[src/rtl/pnwc_pkg.sv]
// Shared types and constants for the nearest weighted palette color search.
// Used by pnwc_front, pnwc_back and the top level; depends on nothing else.
`timescale 1ns / 1ps

package pnwc_pkg;

   localparam int PALETTE_ENTRIES = 256;
   localparam int ADDR_W = (PALETTE_ENTRIES > 1) ? $clog2(PALETTE_ENTRIES) : 1;
   localparam int CNT_W = $clog2(PALETTE_ENTRIES + 1);

   localparam int INDEX_W = 8;
   localparam int COLOR_W = 8;
   localparam int RGB_W = 3 * COLOR_W;
   localparam int SQ_W = 2 * COLOR_W;
   localparam int DIST_W = 23;

   localparam logic [DIST_W-1:0] START_MIN = 23'd1000000;
   localparam logic [6:0] WEIGHT_RED = 7'd30;
   localparam logic [6:0] WEIGHT_GREEN = 7'd59;
   localparam logic [6:0] WEIGHT_BLUE = 7'd11;

   localparam int QUEUE_DEPTH = 2;
   localparam int QPTR_W = (QUEUE_DEPTH > 1) ? $clog2(QUEUE_DEPTH) : 1;
   localparam int QCNT_W = $clog2(QUEUE_DEPTH + 1);

   typedef enum logic [1:0] {
      FUNC_WRITE  = 2'd0,
      FUNC_RGB    = 2'd1,
      FUNC_PACKED = 2'd2,
      FUNC_565    = 2'd3
   } func_type;

   // One decoded request as it waits between the front and the back.
   typedef struct packed {
      logic                is_query;
      logic [INDEX_W-1:0]  entry_index;
      logic [COLOR_W-1:0]  red;
      logic [COLOR_W-1:0]  green;
      logic [COLOR_W-1:0]  blue;
   } cmd_type;

   typedef enum logic [1:0] {
      ST_IDLE   = 2'd0,
      ST_SEARCH = 2'd1,
      ST_RESULT = 2'd2
   } state_type;

endpackage

[src/rtl/pnwc_front.sv]
// Front part: accepts requests, decodes the function code and widens the
// query color, then holds decoded requests in a short queue. Uses pnwc_pkg.
`timescale 1ns / 1ps

module pnwc_front (
   input  logic                    clock,
   input  logic                    reset,
   input  logic                    req_tvalid,
   output logic                    req_tready,
   input  logic [1:0]              req_tuser,
   input  logic [55:0]             req_tdata,
   output logic                    cmd_valid,
   output pnwc_pkg::cmd_type       cmd,
   input  logic                    cmd_pop
);

   pnwc_pkg::cmd_type             dec_cmd;
   pnwc_pkg::func_type            func;
   logic [23:0]                   pixel;
   pnwc_pkg::cmd_type             q_ff [pnwc_pkg::QUEUE_DEPTH];
   logic [pnwc_pkg::QPTR_W-1:0]   wr_ptr_ff, wr_ptr_in;
   logic [pnwc_pkg::QPTR_W-1:0]   rd_ptr_ff, rd_ptr_in;
   logic [pnwc_pkg::QCNT_W-1:0]   count_ff, count_in;
   logic                          push;
   logic                          pop;

   assign func  = pnwc_pkg::func_type'(req_tuser);
   assign pixel = req_tdata[55:32];

   always_comb begin
      dec_cmd.entry_index = req_tdata[7:0];
      unique case (func)
         pnwc_pkg::FUNC_WRITE: begin
            dec_cmd.is_query = 1'b0;
            dec_cmd.red      = req_tdata[15:8];
            dec_cmd.green    = req_tdata[23:16];
            dec_cmd.blue     = req_tdata[31:24];
         end
         pnwc_pkg::FUNC_RGB: begin
            dec_cmd.is_query = 1'b1;
            dec_cmd.red      = req_tdata[15:8];
            dec_cmd.green    = req_tdata[23:16];
            dec_cmd.blue     = req_tdata[31:24];
         end
         pnwc_pkg::FUNC_PACKED: begin
            dec_cmd.is_query = 1'b1;
            dec_cmd.red      = {pixel[23:19], 3'b000};
            dec_cmd.green    = {pixel[15:10], 2'b00};
            dec_cmd.blue     = {pixel[7:3], 3'b000};
         end
         pnwc_pkg::FUNC_565: begin
            dec_cmd.is_query = 1'b1;
            dec_cmd.red      = {pixel[15:11], 3'b000};
            dec_cmd.green    = {pixel[10:5], 2'b00};
            dec_cmd.blue     = {pixel[4:0], 3'b000};
         end
         default: begin
            dec_cmd.is_query = 1'b0;
            dec_cmd.red      = '0;
            dec_cmd.green    = '0;
            dec_cmd.blue     = '0;
         end
      endcase
   end

   assign req_tready = (count_ff != pnwc_pkg::QCNT_W'(pnwc_pkg::QUEUE_DEPTH));
   assign push       = req_tvalid && req_tready;
   assign cmd_valid  = (count_ff != '0);
   assign pop        = cmd_pop && cmd_valid;
   assign cmd        = q_ff[rd_ptr_ff];

   always_comb begin
      wr_ptr_in = wr_ptr_ff;
      rd_ptr_in = rd_ptr_ff;
      count_in  = count_ff;
      if (push) begin
         wr_ptr_in = (wr_ptr_ff == pnwc_pkg::QPTR_W'(pnwc_pkg::QUEUE_DEPTH - 1)) ?
                     '0 : wr_ptr_ff + 1'b1;
      end
      if (pop) begin
         rd_ptr_in = (rd_ptr_ff == pnwc_pkg::QPTR_W'(pnwc_pkg::QUEUE_DEPTH - 1)) ?
                     '0 : rd_ptr_ff + 1'b1;
      end
      if (push && !pop) begin
         count_in = count_ff + 1'b1;
      end else if (pop && !push) begin
         count_in = count_ff - 1'b1;
      end
   end

   always_ff @(posedge clock) begin
      if (reset) begin
         wr_ptr_ff <= '0;
         rd_ptr_ff <= '0;
         count_ff  <= '0;
      end else begin
         wr_ptr_ff <= wr_ptr_in;
         rd_ptr_ff <= rd_ptr_in;
         count_ff  <= count_in;
      end
   end

   always_ff @(posedge clock) begin
      if (push) begin
         q_ff[wr_ptr_ff] <= dec_cmd;
      end
   end

   a_count_bound: assert property (@(posedge clock) disable iff (reset)
      count_ff <= pnwc_pkg::QCNT_W'(pnwc_pkg::QUEUE_DEPTH))
      else $error("queue count beyond depth");

   a_ptr_track: assert property (@(posedge clock) disable iff (reset)
      (count_ff == '0) |-> (wr_ptr_ff == rd_ptr_ff))
      else $error("empty queue with pointers apart");

   a_push_counts: assert property (@(posedge clock) disable iff (reset)
      (push && !pop) |=> (count_ff == $past(count_ff) + 1'b1))
      else $error("push did not raise the queue count");

endmodule

[config.mk]
export PLATFORM = sky130hd
export DESIGN_NAME = pnwc_front
export DESIGN_NICKNAME = d
export VERILOG_FILES = /design/src/rtl/pnwc_pkg.sv /design/src/rtl/pnwc_front.sv
export SDC_FILE = /design/constraint.sdc
export NUM_CORES = 1
export LEC_CHECK = 0
export ABC_AREA = 1
export ABC_CLOCK_PERIOD_IN_PS = 3500
export BUFFER_PORTS_ARGS = -buffer_cell sky130_fd_sc_hd__buf_2
export CAP_MARGIN = 20
export CORE_MARGIN = 3
export CORE_UTILIZATION = 51
export DETAILED_ROUTE_END_ITERATION = 10
export HOLD_SLACK_MARGIN = 0.08
export PLACE_DENSITY_LB_ADDON = 0.12
export SLEW_MARGIN = 10
export SYNTH_ARGS = -nofsm -noshare
export SYNTH_HDL_FRONTEND = slang
export SYNTH_SLANG_ARGS = --single-unit
export TNS_END_PERCENT = 100
[constraint.sdc]
create_clock -name clock -period 3.5 [get_ports clock]
set_input_delay 0.875 -clock clock [delete_from_list [all_inputs] [get_ports clock]]
set_output_delay 0.875 -clock clock [all_outputs]
set_load 0.02 [all_outputs]
==> flow_metrics.py, run 1 <==
metrics = {
    "run_status": {
        "status": "completed",
    },
    "min_path": {
        "worstHoldPathType": "reg -> reg",
        "hold_depth": 2,
    },
    "timing": {
        "slew_violations": 0,
        "worst_pin_slew_ns": 0.571,
        "rsz0062_at_grt": "no",
        "min_period_ns": 2.69,
        "whs_ns": 0.503,
        "setup_viol": 0,
        "skew_ns": 0.00633,
        "fmax_mhz": 371,
        "hold_viol_final": 0,
        "finalSetupTns_ns": 0,
        "relSlewSlack_pct": 61.9,
        "fin_crit_sh_pct": 77.0,
    },
    "drt": {
        "wirelength_mm": 6.06,
        "num_vias": 2030,
        "viasPerCell": 5.00,
        "top_layer_used": "met4",
        "wire_per_inst_microns": 14.9,
        "met3_length_microns": 391,
        "drc": 0,
        "drtIter0Drc": 80,
        "firstDrtPassIters": 5,
        "wl_met2_mm": 2.95,
        "antenna_left": 0,
        "wl_met1_mm": 2.63,
    },
    "power": {
        "pwr_density_cell_nw_per_um2": 658,
        "max-vdd-ir-drop_v": 0.000368,
        "power.leakage_nw": 1.73,
    },
    "run": {
        "max_cap_violations": 0,
    },
    "floorplanning": {
        "core_area_sq_um": 6060,
        "num_rows": 28,
        "dieArea_sq_um": 7440,
        "io_pins": 97,
        "die_w_microns": 86.2,
        "start_util_pct": 54.2,
        "die_h_microns": 86.2,
    },
    "finish": {
        "drive_gt1_share_pct": 50.8,
        "diodes": 0,
        "nNetsFinal": 389,
        "syn2layout_area_growth_pct": 20.8,
    },
    "placed_design": {
        "io_buffers": 93,
        "gp_congestion": 0.701,
        "dp_hpwl_mm": 4.18,
    },
    "clocking": {
        "clk_path_buf_depth": 2,
        "clock_insertion_delay_worst_skew_ns": 0.33,
        "post_cts_buffers": 0,
        "cts_buffers": 9,
        "cts_resized": 0,
        "clk_transition_reported_paths_ns": 0.07,
        "clkSinkCount": 71,
        "cts_tree": "yes",
        "cts_hold_buf": 0,
        "h-tree-depth": 3,
        "cts-root-buf": "clkbuf_8",
    },
    "global_route": {
        "grt.overflow.total": 0,
        "antenna_found_initial": 0,
        "grt_pass1_wl_mm": 9.63,
        "grt_pass1_vias": 2097,
        "grt_max_degree": 34,
        "gr-usage-all-layers_pct": 17.1,
    },
    "worst_setup_path": {
        "path_buf_inv": 2,
        "arrival_ns": 1.82,
        "crit_type": "reg -> out",
        "end_kind": "output port",
        "cp_max_fo": 17,
        "worst-path-stages": 3,
        "reg2reg_depth": 5,
        "crit_slowest_cell": "dfxtp_2",
        "required_ns": 2.62,
        "cpPeakStageDelay_ns": 0.70,
        "critPathLaunchType": "flip-flop",
        "crit_path_cell_trace": "buf_12 -> mux2_2 -> buf_2",
        "crit_family": "flip-flops",
    },
    "logic_synthesis": {
        "ys_top_cells_by_area": "edfxtp_1 (60%), mux2_4 (14%), nand3_1 (3.7%)",
        "synth.most_common_cell": "edfxtp_1",
        "syn_nets": 293,
        "ys_ff_latch": 71,
        "synth_edf_count": 66,
        "synth_top_area_share_pct": 60.4,
        "synth_flop_cell": "edfxtp_1",
        "ys_warn_count": 0,
        "ys_top_cells_by_count": "edfxtp_1 (66), nand2_1 (31), mux2_4 (30)",
        "yosys.area.top_type": "edfxtp_1",
        "synthesis.area_sq_um": 3280,
        "synth.distinct_cells": 22,
        "ys_seq_area_share_pct": 63.4,
        "async_flop_share_pct": 0,
        "syn_avg_cell_area_sq_um": 14.3,
        "synthCells": 230,
    },
}
## cell type report
class	count	area, sq um
clock buffers	11	131
clock inverters	5	72.6
fillers	482	2090
inverters	17	66.3
multi-input cells	131	1020
flip-flops and latches	71	2080
well taps	75	93.8
repair buffers	96	500
## power by group
| group | leakage [nW] | switching, mW | internal [mW] |
|---|---|---|---|
| combinational | 0.965 | 0.440 | 0.345 |
| sequential | 0.663 | 0.0650 | 1.09 |
| clock | 0.102 | 0.281 | 0.396 |
## flip-flops by register name (all words and copies together), names as in the netlist, named ones only
| name | cells |
|---|---|
| count_ff | 2 |
| q_ff | 66 |
| rd_ptr_ff | 1 |
| wr_ptr_ff | 1 |
## path summary, 6_finish.rpt
path / start / end / slack (ns)
setup / recovery: flip-flop / cmd[32] / 0.81
hold / removal: count_ff[0] / count_ff[0] / 0.50
setup reg to reg: count_ff[0] / q_ff[0][15] / 1.83
hold reg to reg: count_ff[0] / count_ff[0] / 0.50
## worst register-to-register path: cells and delay by family, from the launching register on
kind,cells,cell delay (ns)
and+or+nand+nor,3,0.53
DFF,1,0.34
buffers and inverters,2,0.46
## per-layer routing
layer	vias up	track usage (%)
li1	1002	-
met2	68	28.9
met4	0	7.22
met3	10	3.90
met5	-	0
met1	950	21.1
## cells in the final DEF, fill, tap and decap left out, types with 3 or more instances in the layout
master    instances
buf_2            93
edfxtp_1         66
nand2_1          31
mux2_4           30
nand3_1          24
inv_1            15
nor2_1           13
nand2_2          10
nand3_2          10
clkbuf_8          9
dfxtp_1           4
mux2_2            3
## through the flow
| stage | power (mW) | std cells | util (%) | area (sq um) | worst slack, ns |
|---|---|---|---|---|---|
| 6_report | 2.61 | 406 | 65.5 | 3970 | 0.806 |
| 5_1_grt | 2.73 | 406 | 65.5 | 3970 | 0.711 |
| 4_1_cts | 2.64 | 406 | 65.5 | 3970 | 0.748 |
| 3_5_place_dp | 1.97 | 390 | 62.1 | 3760 | 1.12 |
| 3_3_place_gp | 1.95 | 390 | 62.1 | 3760 | 1.12 |
| 2_1_floorplan | 1.76 | 230 | - | 3280 | 0.707 |
## kinds of logic after synthesis
kind of cell             count (synthesis)  synth area share, %
AO/OA/AOI/OAI                            4                0.610
adder cells (fa/ha/maj)                  1                0.381
buffers and inverters                   28                 5.98
flip-flops                              71                 63.4
multiplexers                            33                 14.7
AND/OR/NAND/NOR                         93                 14.9
Note: power is estimated with default switching activity, not from simulation.
==> inputs of run 2 (changes only) <==
--- a/config.mk
+++ b/config.mk
@@ -6,11 +6,11 @@
 export NUM_CORES = 1
 export LEC_CHECK = 0
 export ABC_AREA = 1
-export ABC_CLOCK_PERIOD_IN_PS = 3500
+export ABC_CLOCK_PERIOD_IN_PS = 2200
 export BUFFER_PORTS_ARGS = -buffer_cell sky130_fd_sc_hd__buf_2
 export CAP_MARGIN = 20
 export CORE_MARGIN = 3
-export CORE_UTILIZATION = 51
+export CORE_UTILIZATION = 46
 export DETAILED_ROUTE_END_ITERATION = 10
 export HOLD_SLACK_MARGIN = 0.08
 export PLACE_DENSITY_LB_ADDON = 0.12
==> constraint.sdc (replaced) <==
create_clock -name clock -period 2.2 [get_ports clock]
set_input_delay 0.55 -clock clock [delete_from_list [all_inputs] [get_ports clock]]
set_output_delay 0.55 -clock clock [all_outputs]
set_load 0.02 [all_outputs]
==> flow_metrics.py, run 2 (synthesis results as in run 1) <==
metrics = {
    "global_route": {
        "antenna_found_initial": 0,
        "grt.overflow.total": 0,
        "gr-usage-all-layers_pct": 14.9,
        "grt_pass1_vias": 1946,
        "grt_pass1_wl_mm": 9.46,
        "grt_max_degree": 27,
    },
    "drt": {
        "drc": 0,
        "antenna_left": 0,
        "firstDrtPassIters": 4,
        "wirelength_mm": 5.88,
        "drtIter0Drc": 73,
        "num_vias": 2033,
        "viasPerCell": 4.73,
        "wire_per_inst_microns": 13.7,
    },
    "finish": {
        "final_common_cell": "buf_2",
        "top_register": "q_ff",
        "final_cell_mix": "buf_2 (93), edfxtp_1 (66), nand2_1 (31)",
        "largest_reg_flops": 66,
        "syn2layout_area_growth_pct": 22.4,
        "nNetsFinal": 392,
        "drive_gt1_share_pct": 52.4,
        "largest_registers": "q_ff x66, count_ff x2",
        "diodes": 0,
        "final_core_util_pct": 58.5,
    },
    "clocking": {
        "clk_transition_reported_paths_ns": 0.08,
        "cts_resized": 0,
        "post_cts_buffers": 0,
        "clock_insertion_delay_worst_skew_ns": 0.34,
        "cts-root-buf": "clkbuf_8",
        "cts_hold_buf": 0,
        "cts_buffers": 9,
        "clkSinkCount": 71,
        "h-tree-depth": 3,
        "cts_tree": "yes",
        "clk_path_buf_depth": 2,
    },
    "timing": {
        "whs_ns": 0.401,
        "finalSetupTns_ns": 0,
        "fin_crit_sh_pct": 95.5,
        "worst_pin_slew_ns": 0.393,
        "rsz0062_at_grt": "no",
        "fmax_mhz": 476,
        "skew_ns": 0.0145,
        "min_period_ns": 2.10,
        "setup_viol": 0,
        "relSlewSlack_pct": 73.8,
        "slew_violations": 0,
        "hold_viol_final": 0,
    },
    "power": {
        "pwr_density_cell_nw_per_um2": 1020,
        "finalPower_mw": 4.10,
        "max-vdd-ir-drop_v": 0.000450,
        "power.leakage_nw": 1.74,
    },
    "worst_setup_path": {
        "path_buf_inv": 2,
        "crit_path_cell_trace": "buf_12 -> mux2_2 -> buf_2",
        "crit_slowest_cell": "dfxtp_2",
        "arrival_ns": 1.55,
        "cp_max_fo": 21,
        "cpPeakStageDelay_ns": 0.44,
        "required_ns": 1.65,
        "crit_family": "flip-flops",
        "end_kind": "output port",
        "critPathLaunchType": "flip-flop",
        "crit_type": "reg -> out",
        "worst-path-stages": 3,
        "reg2reg_depth": 9,
    },
    "placed_design": {
        "gp_congestion": 0.740,
        "io_buffers": 93,
        "dp_hpwl_mm": 4.09,
    },
    "floorplanning": {
        "die_h_microns": 90.5,
        "num_rows": 30,
        "dieArea_sq_um": 8190,
        "start_util_pct": 47.8,
        "core_area_sq_um": 6870,
        "die_w_microns": 90.5,
        "io_pins": 97,
    },
    "min_path": {
        "worstHoldPathType": "in -> reg",
        "hold_depth": 1,
    },
    "run_status": {
        "status": "completed",
    },
    "run": {
        "max_cap_violations": 0,
    },
}
[run 2: cell count changes in the layout (fill, tap and decap cells not counted)]
cell | previous run | this run
buf_12 | 1 | 2
buf_4 | 2 | 4
bufinv_16 | 2 | 1
clkbuf_1 | 2 | 0
clkinv_1 | 2 | 0
clkinv_2 | 1 | 2
clkinvlp_4 | 0 | 3
inv_6 | 0 | 1
[run 2: path summary, 6_finish.rpt]
check	endpoint	start	slack (ns)
setup / recovery	cmd[32]	flip-flop	0.10
hold reg to reg	count_ff[0]	count_ff[0]	0.50
hold / removal	q_ff[1][28]	req_tdata[4]	0.40
setup reg to reg	count_ff[1]	count_ff[0]	0.71
[run 2: cell type report]
type	instances	area [sq um]
Clock buffer	9	124
Clock inverter	7	71.3
Fill cell	587	2850
Inverter	17	66.3
Multi-Input combinational cell	131	1020
Sequential cell	71	2080
Tap cell	96	120
Timing Repair Buffer	99	536
[run 2: worst register-to-register path, stage by stage (launching register included)]
cell,delay (ns)
dfxtp_1,0.32
inv_2,0.08
nand2_1,0.06
nand2_1,0.20
inv_1,0.10
ha_1,0.33
inv_1,0.09
nand4_1,0.11
nand2_1,0.07
nor2_1,0.03
[run 2: power by group]
part	switching, mW	internal [mW]	leakage [nW]
logic	0.735	0.569	0.983
registers	0.0698	1.72	0.663
clock network	0.479	0.523	0.0916
total	1.28	2.82	1.74
[run 2: metrics by stage]
| step | instances | setup WS [ns] | area, sq um |
|---|---|---|---|
| floorplan | 230 | -0.311 | 3280 |
| global placement | 414 | 0.464 | 3820 |
| detailed placement | 414 | 0.462 | 3820 |
| CTS | 430 | 0.0714 | 4020 |
| global route | 430 | 0.0176 | 4020 |
| finish | 430 | 0.100 | 4020 |
[run 2: metal layers]
layer	global-route usage [%]	routed length (microns)
met5	0	0
met4	7.65	95
met3	3.83	408
met2	24.1	2830
met1	18.6	2540
